## config.mk

```make
export PLATFORM = sky130hd
export DESIGN_NAME = dht11_single_wire_reader
export DESIGN_NICKNAME = d
export VERILOG_FILES = /design/src/rtl/core/dhtr_pkg.sv /design/src/rtl/core/dhtr_csr.sv /design/src/rtl/core/dhtr_core.sv /design/src/rtl/core/dhtr_out_buf.sv /design/src/rtl/core/dht11_single_wire_reader.sv
export SDC_FILE = /design/constraint.sdc
export NUM_CORES = 1
export LEC_CHECK = 0
export BUFFER_PORTS_ARGS = -buffer_cell sky130_fd_sc_hd__buf_2
export CORE_ASPECT_RATIO = 1.2
export CORE_UTILIZATION = 50
export DETAILED_ROUTE_END_ITERATION = 12
export GPL_ROUTABILITY_DRIVEN = 0
export HOLD_SLACK_MARGIN = 0.1
export PLACE_DENSITY_LB_ADDON = 0.12
export SYNTH_ARGS = -nofsm -noshare
export SYNTH_HDL_FRONTEND = slang
export SYNTH_SLANG_ARGS = --single-unit
```

## constraint.sdc

```tcl
create_clock -name clock -period 7.15 [get_ports clock]
set_input_delay 0.3575 -clock clock [delete_from_list [all_inputs] [get_ports clock]]
set_output_delay 0.3575 -clock clock [all_outputs]
set_load 0.01 [all_outputs]
```

## src/rtl/core/dhtr_pkg.sv

```systemverilog
package dhtr_pkg;

   localparam int FRAME_BITS  = 40;
   localparam int BIT_COUNT_W = 6;
   localparam int TICK_W      = 16;
   localparam int CSR_INDEX_W = 3;
   localparam int CSR_DATA_W  = 16;

   localparam logic [CSR_INDEX_W-1:0] CSR_ONE_THRESHOLD = 3'd0;
   localparam logic [CSR_INDEX_W-1:0] CSR_LEVEL_TIMEOUT = 3'd1;
   localparam logic [CSR_INDEX_W-1:0] CSR_START_LOW     = 3'd2;
   localparam logic [CSR_INDEX_W-1:0] CSR_PRE_HIGH      = 3'd3;
   localparam logic [CSR_INDEX_W-1:0] CSR_RELEASE_HIGH  = 3'd4;

   localparam logic [7:0]  ONE_THRESHOLD_RESET = 8'd40;
   localparam logic [15:0] LEVEL_TIMEOUT_RESET = 16'd2000;
   localparam logic [15:0] START_LOW_RESET     = 16'd20000;
   localparam logic [15:0] PRE_HIGH_RESET      = 16'd1000;
   localparam logic [7:0]  RELEASE_HIGH_RESET  = 8'd30;

   typedef enum logic [3:0] {
      PH_IDLE      = 4'd0,
      PH_PRE       = 4'd1,
      PH_LOW       = 4'd2,
      PH_REL       = 4'd3,
      PH_ACK_LOW   = 4'd4,
      PH_ACK_HIGH  = 4'd5,
      PH_DATA_LOW  = 4'd6,
      PH_BIT_HIGH  = 4'd7,
      PH_BIT_MEAS  = 4'd8
   } phase_type;

   typedef enum logic [1:0] {
      ST_OK       = 2'd0,
      ST_TIMEOUT  = 2'd1,
      ST_CHECKSUM = 2'd2
   } status_type;

   typedef struct packed {
      logic start_request;
      logic line_level;
   } req_word_type;

   typedef struct packed {
      logic              drive_low;
      logic              busy_res;
      logic              done_res;
      status_type        status;
      logic [11:0]       humidity_tenths;
      logic signed [11:0] temperature_tenths;
   } rsp_word_type;

   typedef struct packed {
      logic [7:0]  one_threshold_us;
      logic [15:0] level_timeout_us;
      logic [15:0] start_low_us;
      logic [15:0] pre_high_us;
      logic [7:0]  release_high_us;
   } cfg_type;

   function automatic logic [11:0] times_ten(input logic [7:0] b);
      return {1'b0, b, 3'b000} + {3'b000, b, 1'b0};
   endfunction

endpackage

```

## src/rtl/core/dhtr_csr.sv

```systemverilog
module dhtr_csr (
   input  logic                                clock,
   input  logic                                reset,
   input  logic                                csr_write_en,
   input  logic [dhtr_pkg::CSR_INDEX_W-1:0]    csr_index,
   input  logic [dhtr_pkg::CSR_DATA_W-1:0]     csr_write_data,
   output dhtr_pkg::cfg_type                   cfg
);

   dhtr_pkg::cfg_type cfg_ff;
   dhtr_pkg::cfg_type cfg_in;

   always_comb begin
      cfg_in = cfg_ff;
      if (csr_write_en) begin
         unique case (csr_index)
            dhtr_pkg::CSR_ONE_THRESHOLD: cfg_in.one_threshold_us = csr_write_data[7:0];
            dhtr_pkg::CSR_LEVEL_TIMEOUT: cfg_in.level_timeout_us = csr_write_data;
            dhtr_pkg::CSR_START_LOW:     cfg_in.start_low_us     = csr_write_data;
            dhtr_pkg::CSR_PRE_HIGH:      cfg_in.pre_high_us      = csr_write_data;
            dhtr_pkg::CSR_RELEASE_HIGH:  cfg_in.release_high_us  = csr_write_data[7:0];
            default: ;
         endcase
      end
   end

   always_ff @(posedge clock) begin
      if (reset) begin
         cfg_ff.one_threshold_us <= dhtr_pkg::ONE_THRESHOLD_RESET;
         cfg_ff.level_timeout_us <= dhtr_pkg::LEVEL_TIMEOUT_RESET;
         cfg_ff.start_low_us     <= dhtr_pkg::START_LOW_RESET;
         cfg_ff.pre_high_us      <= dhtr_pkg::PRE_HIGH_RESET;
         cfg_ff.release_high_us  <= dhtr_pkg::RELEASE_HIGH_RESET;
      end else begin
         cfg_ff <= cfg_in;
      end
   end

   assign cfg = cfg_ff;

endmodule

```

## src/rtl/core/dhtr_core.sv

```systemverilog
module dhtr_core (
   input  logic                   clock,
   input  logic                   reset,
   input  logic                   fire,
   input  dhtr_pkg::req_word_type req_word,
   input  dhtr_pkg::cfg_type      cfg,
   output dhtr_pkg::rsp_word_type rsp_word
);

   localparam int FB = dhtr_pkg::FRAME_BITS;
   localparam int BW = dhtr_pkg::BIT_COUNT_W;
   localparam int TW = dhtr_pkg::TICK_W;

   dhtr_pkg::phase_type phase_ff, phase_in;
   logic [TW-1:0]       tick_ff, tick_in;
   logic [BW-1:0]       bit_ff, bit_in;
   logic [FB-1:0]       frame_ff, frame_in;

   // frame decode, taken from the frame as it stands after the newest bit
   logic [FB-1:0] frame_shift;
   logic [7:0]    b0, b1, b2, b3, b4, csum;
   logic [11:0]   hum, mag;
   logic          bit_val;

   always_comb begin : next_state_comb
      dhtr_pkg::phase_type ph;
      logic [TW-1:0]       tc;
      logic [BW-1:0]       bc;
      logic [FB-1:0]       fr;
      logic                wrong;
      logic [BW-1:0]       bc_next;

      ph    = phase_ff;
      tc    = tick_ff;
      bc    = bit_ff;
      fr    = frame_ff;
      wrong = 1'b0;
      rsp_word = '0;

      if (ph == dhtr_pkg::PH_IDLE && req_word.start_request) begin
         ph = dhtr_pkg::PH_PRE;
         tc = '0;
         bc = '0;
         fr = '0;
      end

      // zero-length drive phases fall straight through
      if (ph == dhtr_pkg::PH_PRE && tc >= cfg.pre_high_us) begin
         ph = dhtr_pkg::PH_LOW;
         tc = '0;
      end
      if (ph == dhtr_pkg::PH_LOW && tc >= cfg.start_low_us) begin
         ph = dhtr_pkg::PH_REL;
         tc = '0;
      end
      if (ph == dhtr_pkg::PH_REL && tc >= TW'(cfg.release_high_us)) begin
         ph = dhtr_pkg::PH_ACK_LOW;
         tc = '0;
      end

      bc_next     = bc + BW'(1);

      phase_in = ph;
      tick_in  = tc;
      bit_in   = bc;
      frame_in = fr;

      unique case (ph) inside
         dhtr_pkg::PH_IDLE: ;
         dhtr_pkg::PH_PRE, dhtr_pkg::PH_LOW, dhtr_pkg::PH_REL: begin
            tick_in = tc + TW'(1);
            rsp_word.drive_low = (ph == dhtr_pkg::PH_LOW);
            rsp_word.busy_res  = 1'b1;
         end
         dhtr_pkg::PH_ACK_LOW, dhtr_pkg::PH_DATA_LOW: begin
            if (req_word.line_level) begin
               wrong = 1'b1;
            end else begin
               phase_in = (ph == dhtr_pkg::PH_ACK_LOW) ? dhtr_pkg::PH_ACK_HIGH
                                                      : dhtr_pkg::PH_BIT_HIGH;
               tick_in = '0;
               rsp_word.busy_res = 1'b1;
            end
         end
         dhtr_pkg::PH_ACK_HIGH, dhtr_pkg::PH_BIT_HIGH: begin
            if (!req_word.line_level) begin
               wrong = 1'b1;
            end else begin
               phase_in = (ph == dhtr_pkg::PH_ACK_HIGH) ? dhtr_pkg::PH_DATA_LOW
                                                       : dhtr_pkg::PH_BIT_MEAS;
               tick_in = '0;
               rsp_word.busy_res = 1'b1;
            end
         end
         dhtr_pkg::PH_BIT_MEAS: begin
            if (req_word.line_level) begin
               wrong = 1'b1;
            end else begin
               frame_in = frame_shift;
               bit_in   = bc_next;
               tick_in  = '0;
               if (bc_next >= BW'(FB)) begin
                  phase_in = dhtr_pkg::PH_IDLE;
                  rsp_word.done_res = 1'b1;
                  if (csum != b4) begin
                     rsp_word.status = dhtr_pkg::ST_CHECKSUM;
                  end else begin
                     rsp_word.status             = dhtr_pkg::ST_OK;
                     rsp_word.humidity_tenths    = hum;
                     rsp_word.temperature_tenths = b2[7] ? $signed(12'd0 - mag)
                                                         : $signed(mag);
                  end
               end else begin
                  phase_in = dhtr_pkg::PH_BIT_HIGH;
                  rsp_word.busy_res = 1'b1;
               end
            end
         end
         default: begin
            phase_in = dhtr_pkg::PH_IDLE;
            tick_in  = '0;
         end
      endcase

      if (wrong) begin
         if (tc >= cfg.level_timeout_us) begin
            phase_in = dhtr_pkg::PH_IDLE;
            tick_in  = '0;
            rsp_word.done_res = 1'b1;
            rsp_word.status   = dhtr_pkg::ST_TIMEOUT;
         end else begin
            tick_in = tc + TW'(1);
            rsp_word.busy_res = 1'b1;
         end
      end
   end

   // only used in the measure phase, where the tick count is the registered one
   assign bit_val     = (tick_ff >= TW'(cfg.one_threshold_us));
   assign frame_shift = {frame_ff[FB-2:0], bit_val};

   assign b0   = frame_shift[39:32];
   assign b1   = frame_shift[31:24];
   assign b2   = frame_shift[23:16];
   assign b3   = frame_shift[15:8];
   assign b4   = frame_shift[7:0];
   assign csum = b0 + b1 + b2 + b3;
   assign hum  = dhtr_pkg::times_ten(b0) + {4'b0000, b1};
   assign mag  = dhtr_pkg::times_ten({1'b0, b2[6:0]}) + {4'b0000, b3};

   always_ff @(posedge clock) begin
      if (reset) begin
         phase_ff <= dhtr_pkg::PH_IDLE;
         tick_ff  <= '0;
         bit_ff   <= '0;
         frame_ff <= '0;
      end else if (fire) begin
         phase_ff <= phase_in;
         tick_ff  <= tick_in;
         bit_ff   <= bit_in;
         frame_ff <= frame_in;
      end
   end

   a_done_to_idle: assert property (@(posedge clock) disable iff (reset)
      fire && rsp_word.done_res |=> phase_ff == dhtr_pkg::PH_IDLE)
      else $error("read finished but phase did not return to idle");

   a_error_no_payload: assert property (@(posedge clock) disable iff (reset)
      fire && rsp_word.status != dhtr_pkg::ST_OK |->
         rsp_word.humidity_tenths == 12'd0 && rsp_word.temperature_tenths == 12'sd0)
      else $error("error status carries a nonzero reading");

   a_bit_count_range: assert property (@(posedge clock) disable iff (reset)
      phase_ff != dhtr_pkg::PH_IDLE |-> bit_ff < BW'(FB))
      else $error("bit count ran past the frame while busy");

endmodule

```

## src/rtl/core/dhtr_out_buf.sv

```systemverilog
module dhtr_out_buf (
   input  logic                   clock,
   input  logic                   reset,
   input  logic                   push,
   input  dhtr_pkg::rsp_word_type push_word,
   output logic                   push_ready,
   output logic                   rsp_valid,
   input  logic                   rsp_stall,
   output dhtr_pkg::rsp_word_type rsp_word
);

   logic                   main_valid_ff, main_valid_in;
   logic                   skid_valid_ff, skid_valid_in;
   dhtr_pkg::rsp_word_type main_ff, main_in;
   dhtr_pkg::rsp_word_type skid_ff, skid_in;
   logic                   pop;

   assign pop = main_valid_ff && !rsp_stall;

   always_comb begin
      main_valid_in = main_valid_ff;
      skid_valid_in = skid_valid_ff;
      main_in       = main_ff;
      skid_in       = skid_ff;
      if (pop) begin
         if (skid_valid_ff) begin
            main_in       = skid_ff;
            skid_valid_in = 1'b0;
         end else if (push) begin
            main_in = push_word;
         end else begin
            main_valid_in = 1'b0;
         end
      end else if (push) begin
         if (!main_valid_ff) begin
            main_in       = push_word;
            main_valid_in = 1'b1;
         end else begin
            skid_in       = push_word;
            skid_valid_in = 1'b1;
         end
      end
   end

   always_ff @(posedge clock) begin
      if (reset) begin
         main_valid_ff <= 1'b0;
         skid_valid_ff <= 1'b0;
      end else begin
         main_valid_ff <= main_valid_in;
         skid_valid_ff <= skid_valid_in;
      end
      main_ff <= main_in;
      skid_ff <= skid_in;
   end

   assign push_ready = !skid_valid_ff;
   assign rsp_valid  = main_valid_ff;
   assign rsp_word   = main_ff;

   a_skid_needs_main: assert property (@(posedge clock) disable iff (reset)
      skid_valid_ff |-> main_valid_ff)
      else $error("skid word held with empty output register");

   a_no_push_when_full: assert property (@(posedge clock) disable iff (reset)
      skid_valid_ff |-> !push)
      else $error("word pushed into full output buffer");

endmodule

```

## src/rtl/core/dht11_single_wire_reader.sv

```systemverilog
// Single-wire humidity/temperature sensor reader. Each request word is one
// microsecond tick: start_request and the sampled line level. Every accepted
// word yields exactly one response word (drive_low, busy, done, status and,
// on a good frame, humidity and signed temperature in tenths); it passes
// through the input register, then through the state update into the output
// buffer. One word is taken every clock; the only limit is the two-word output
// buffer, so req_stall rises once two response words wait under rsp_stall and
// a third sits in the input register. CSR writes are expected only while no
// word is in flight.
module dht11_single_wire_reader (
   input  logic                                clock,
   input  logic                                reset,
   input  logic                                req_valid,
   output logic                                req_stall,
   input  dhtr_pkg::req_word_type              req_word,
   output logic                                rsp_valid,
   input  logic                                rsp_stall,
   output dhtr_pkg::rsp_word_type              rsp_word,
   input  logic                                csr_write_en,
   input  logic [dhtr_pkg::CSR_INDEX_W-1:0]    csr_index,
   input  logic [dhtr_pkg::CSR_DATA_W-1:0]     csr_write_data
);

   dhtr_pkg::cfg_type      cfg;
   dhtr_pkg::req_word_type in_word_ff;
   logic                   in_valid_ff, in_valid_in;
   logic                   buf_ready;
   logic                   fire;
   logic                   req_take;
   dhtr_pkg::rsp_word_type core_word;

   assign fire      = in_valid_ff && buf_ready;
   assign req_stall = in_valid_ff && !buf_ready;
   assign req_take  = req_valid && !req_stall;

   always_comb begin
      in_valid_in = in_valid_ff;
      if (req_take) begin
         in_valid_in = 1'b1;
      end else if (fire) begin
         in_valid_in = 1'b0;
      end
   end

   always_ff @(posedge clock) begin
      if (reset) begin
         in_valid_ff <= 1'b0;
      end else begin
         in_valid_ff <= in_valid_in;
      end
      if (req_take) begin
         in_word_ff <= req_word;
      end
   end

   dhtr_csr u_csr (
      .clock          (clock),
      .reset          (reset),
      .csr_write_en   (csr_write_en),
      .csr_index      (csr_index),
      .csr_write_data (csr_write_data),
      .cfg            (cfg)
   );

   dhtr_core u_core (
      .clock    (clock),
      .reset    (reset),
      .fire     (fire),
      .req_word (in_word_ff),
      .cfg      (cfg),
      .rsp_word (core_word)
   );

   dhtr_out_buf u_out_buf (
      .clock      (clock),
      .reset      (reset),
      .push       (fire),
      .push_word  (core_word),
      .push_ready (buf_ready),
      .rsp_valid  (rsp_valid),
      .rsp_stall  (rsp_stall),
      .rsp_word   (rsp_word)
   );

endmodule
```

* After elaboration in Yosys (flattened, before gate mapping)
Index checks and enable logic that the tools add are counted.
Word-level totals: flip-flop bits (word level) 193, input bits 26, output and inout bits 31, logic and storage cells 148
Cells by class: add/sub/neg operators 10, order comparisons 6, equality and inequality tests 19, multiplexer cells 54, bitwise operators 1, reduce and logical (&&, ||, !) cells 32
Operators with widths (count):
- two-way mux 29 bit | 5
- two-way mux 16 bit | 8
- two-way mux 40 bit | 3
- case mux 16 bit (4 select lines) | 1
- two-way mux 27 bit | 2
- greater-or-equal comparator 16 bit | 3
- two-way mux 4 bit | 11
- greater-or-equal comparator 16 x 8 -> 1 bit | 2
- two-way mux 28 bit | 1
- adder 12 x 8 -> 12 bit | 2
- adder 8 bit | 3
- two-way mux 24 bit | 1
- two-way mux 6 bit | 3
- adder 16 x 1 -> 16 bit (second input constant) | 1
- == test 4 x 2 -> 1 bit (second input constant) | 4
- == test 4 x 3 -> 1 bit (second input constant) | 4
- case mux 4 bit (4 select lines) | 1
- adder 11 x 9 -> 12 bit | 1
- two-way mux 12 bit | 1
- AND reduction 2 bit | 6
- subtractor 1 x 12 -> 12 bit (first input constant) | 1
- adder 10 x 8 -> 11 bit | 1
- two-way mux 1 bit | 11
- AND reduction 3 bit | 3
- other kinds (22) | 43

* Logic depth before layout (Yosys ltp)
word-level depth 20, gate-level depth with buffers 43

* By module
Synthesis repeated with hierarchy kept, for this count alone.
Unflattened totals: cell total of the unflattened synthesis 1289, area total of the unflattened synthesis 12152.9 um^2
By module, submodules not included:
- dhtr_core | times used 1, cells an instance 933, area an instance 7223.2 um^2, seq. area each 1301.2 um^2
- dhtr_csr | times used 1, cells an instance 246, area an instance 2582.5 um^2, seq. area each 1281.2 um^2
- dhtr_out_buf | times used 1, cells an instance 103, area an instance 2230.9 um^2, seq. area each 1781.7 um^2
- dht11_single_wire_reader | times used 1, cells an instance 7, area an instance 116.4 um^2, seq. area each 80.1 um^2

* Worst setup path before layout
Ideal clock, no wire load.
path kind flip-flop to flip-flop, start point register u_core.phase_ff[3], end point register u_core.tick_ff[15], library setup time 0.084 ns, arrival 7.684 ns, required time 7.066 ns, slack -0.618 ns, stages on the path, launching flop included 41, buffers on the path 5, path through dfxtp_1 -> nor4b_4 -> nand2_1 -> clkbuf_1 -> clkbuf_1 -> and2_1 -> ha_1 -> a211oi_1 -> o21ai_0 -> a221o_1 -> o211ai_1 -> clkbuf_1 -> and3_1 -> ha_1 -> a21oi_1 -> o21ai_0 -> a2111oi_0 -> a21boi_0 -> [5 not listed] -> a31oi_1 -> o21ai_0 -> a31oi_1 -> nand3_1 -> a21oi_1 -> buf_2 -> and2_1 -> ha_1 -> a21o_1 -> a21o_1 -> a21oi_1 -> o21ai_0 -> a21oi_1 -> inv_1 -> o31ai_2 -> buf_4 -> nand2_1 -> o31ai_2
On the way: word-level cells in the longest chain between the ends 16, elaborated cells on any way between the ends 39
RTL lines:
- from (decl) | line dhtr_core.sv:14 | dhtr_pkg::phase_type phase_ff, phase_in;
- from (signal assigned) | line dhtr_core.sv:153 | phase_ff <= dhtr_pkg::PH_IDLE;
- from (signal assigned) | line dhtr_core.sv:158 | phase_ff <= phase_in;
- branches (longest 15 deep; another with greater-or-equal comparator 16 bit)
- two-way mux 16 bit (*) | line dhtr_core.sv:125 | if (wrong) begin
- to (signal assigned) | line dhtr_core.sv:159 | tick_ff <= tick_in;
- to (decl) | line dhtr_core.sv:15 | logic [TW-1:0] tick_ff, tick_in;
Every way passes the cells marked *. A chain may end at the register's enable or synchronous reset.

* Worst setup path in the final report
start point register u_core.phase_ff[1], end point register u_core.tick_ff[10]
Same word-level chain as after synthesis.

==> run metrics <==
outcome=finished with violations; failing checks=negative setup slack; top post-synthesis cells by area=dfxtp_1, edfxtp_1, ha_1, nand2_1, nor2_1; Synth Net Count=1476; vias=10110; DP HPWL=22930 um; Initial Util=51.49%; Worst R2R Path Depth=42; ant diodes=0; core area=22600 um^2; crit path launch type=flip-flop; Layout Cells excl Fill=1794; reg2reg start=u_core.phase_ff[1]; num ports=57; final core utilization=63.00%; Slew @ Worst Pin=1.022 ns; Post-Syn Area=11630 um^2; Clk Latency, worst-skew pair=0.44 ns; Net count, final=1616; hold crit path type=input pin to flip-flop; number of synthesized flops with an enable pin=60; synthesized flop and latch total=192; Worst-path clk slew=0.08 ns; maximum root-to-sink buffer count=2; initial antenna violation count=0; CP arrival=7.99 ns; vias in the first global route=9743; Syn Inst Count=1331; final worst clock skew=0.01518 ns; share of layout cells above drive strength 1=22.57%; CP most frequent cell=buf_4; Final Slew Violations=0; I/O Buffers=56; first-pass GRT wire length=50800 um; setup ws final=-0.4614 ns; Detail Route Antenna Nets=0; Site Rows=60; cell count after placement=1732; largest net degree at the start of global routing=101; GRT Total Usage=27.26%; Critical Path RT=7.53 ns; ys flop type=dfxtp_1; Avg WL per Cell=17.46 um; total grt overflow=0; R2R setup slack=-0.46 ns; CP max FO=7; hold_sp=req_valid; Power Dens Cells=167.6 nW/um^2; Detailed Route Iter0 Violations=633; Synth top area share=22.71%; register area share after synthesis=38.20%; CP max stage cell=o31a_4; drt drc=0; TritonRoute pass-1 iters=5; Synth area leader=dfxtp_1; multi-input logic area=7173 um^2; YS warnings=0; CTS H-tree lvls=4; Clock power frac=40.8%; Max stage delay on crit path=0.38 ns; Slew Limit Headroom=31.88%; commonest non-fill, non-tap cell in the layout=nand2_1; RSZ-0062 raised after global routing=yes; async set-reset flop share out of synthesis=0%; post-layout min period=7.611 ns; chip height=169.1 um; FF/Latch Area=4448 um^2; die area=23890 um^2; origin of the worst setup path=u_core.phase_ff[1]; clock root cell=clkbuf_16; Psw=0.0006616 W; critical path endpoint=u_core.tick_ff[10]; final setup fails=26; Seq pwr share=48.3%; max_cap viols=0; Fill cells=1939; Mapped Avg Cell Area=8.741 um^2; Period Utilization, post-route=106.5%; Die Span X=141.3 um; WS Path Type=flip-flop to flip-flop; Netlist cell types=76; CTS tree=done; Hold Vio Cnt, Final=0; crit end category=flip-flop; via/cell ratio=5.638; DRT Wirelength=31320 um; Reg-to-Reg End=u_core.tick_ff[10]; most frequent cells in the layout=nand2_1, dfxtp_1, nor2_1; TritonCTS buffer count=17; sw frac=27.74%; dpl ws=-0.5551 ns; Leakage=6.098 nW; f_max=0.1314 GHz; area growth from synthesis to layout=22.35%; Peak VDD IR=0.0001626 V; combinational cell fraction of total power=10.9%; Sink Count=192; Internal Power=0.001723 W
critical path: cells and delay by family (launching register included):
kind	cells	cell delay (ns)
compound gates	20	3.88
fa+ha+maj	4	0.93
buf+inv	8	1.04
flops	1	0.35
simple gates	10	1.33
per-layer routing:
layer | vias up | share of wire (%) | track usage (%) | routed length, um
li1 | 4942 | - | - | -
met1 | 4784 | 41 | 31.72 | 12780
met2 | 308 | 52 | 50.13 | 16170
met3 | 80 | 4.0 | 3.508 | 1256
met4 | 0 | 3.5 | 11.15 | 1107
met5 | - | 0 | 0 | 0
layout make-up:
cell class                      instances  share of cell area, %
Multi-Input combinational cell        983                  50.39
Sequential cell                       192                  31.25
Timing Repair Buffer                  182                  8.930
Clock buffer                           17                  2.988
Tap cell                              310                  2.725
Inverter                               95                  2.505
Clock inverter                         15                  1.213
per-stage QoR:
| step | total power, W | hold WS, ns | TNS (ns) | instance area [um^2] |
|---|---|---|---|---|
| 2_1_floorplan | 0.001302 | 0.4363 | -0.05503 | 11790 |
| 3_3_place_gp | 0.001391 | 0.4430 | -4.540 | 12930 |
| 3_5_place_dp | 0.001394 | 0.4466 | -11.06 | 12930 |
| 4_1_cts | 0.002386 | 0.1263 | -3.141 | 14070 |
| 5_1_grt | 0.002461 | 0.1574 | -16.30 | 14230 |
| 6_report | 0.002385 | 0.1374 | -8.012 | 14230 |
power by group through the flow:
stage	registers, W	logic (W)	clock network (W)
3_3_place_gp	0.00118	0.000214	0
3_5_place_dp	0.00118	0.000217	0
2_1_floorplan	0.00118	0.000123	0
5_1_grt	0.00115	0.000280	0.00103
4_1_cts	0.00115	0.000247	0.000987
6_report	0.00115	0.000260	0.000973
how the worst min path moves through the flow:
| stage | endpoint | slack (ns) | depth (start not counted) |
|---|---|---|---|
| 3_5_place_dp | u_csr.cfg[51] | 0.45 | 2 |
| 4_1_cts | in_valid_ff | 0.13 | 3 |
| 5_1_grt | u_csr.cfg[50] | 0.16 | 2 |
| 6_report | in_valid_ff | 0.14 | 3 |
| 2_1_floorplan | u_csr.cfg[10] | 0.44 | 2 |
| 3_3_place_gp | u_csr.cfg[53] | 0.44 | 2 |
Yosys cell counts (3+ instances only):
cell and n:
nand2_1 196, dfxtp_1 132, nor2_1 130, ha_1 97, inv_1 95, a21oi_1 92
edfxtp_1 60, clkbuf_1 56, a22oi_1 43, and2_1 38, o21ai_0 36, xnor2_1 30
o31ai_1 25, fa_1 22, xor2_1 20, a21o_1 19, nand3_1 18, and3_1 17
nand3b_1 16, a211o_1 15, nor3_1 15, nand2b_1 13, a211oi_1 12, nand4_1 11
nor2b_1 11, o21bai_1 11, a31oi_1 8, nor4_1 7, or2_2 5, or3_1 5
a21boi_0 4, mux2_2 4, mux2i_1 4, o211ai_1 4, a311oi_1 3, buf_1 3
o211a_1 3, o21ai_1 3, o31ai_2 3
cells by family (layout without fill, tap and decap cells):
kind of cell             Yosys count  count (layout)  share of synthesized area [%]
adder cells (fa/ha/maj)          120             120                          14.31
flip-flops                       192             192                          38.20
AO/OA/AOI/OAI                    309             309                          17.92
XOR/XNOR                          50              50                          3.764
AND/OR/NAND/NOR                  494             495                          19.83
buffers and inverters            157             309                          5.119
multiplexers                       9               9                         0.8603
flip-flops by register name (all words and copies together), names as in the netlist:
register	flops
u_core.bit_ff	6
in_valid_ff	1
u_out_buf.rsp_word	29
u_out_buf.skid_valid_ff	1
in_word_ff	2
u_csr.cfg	64
u_out_buf.skid_ff	29
u_out_buf.rsp_valid	1
u_core.phase_ff	4
u_core.tick_ff	16
u_core.frame_ff	39
timing repair:
action	CTS	global route
hold buffers	2	0
pin swaps	48	28
endpoints found under the setup margin	26	26
setup buffers	22	4
gates resized for setup	73	27
cloned	2	0
endpoints found under the hold margin	2	0
Power figures use the tool's default switching activity.
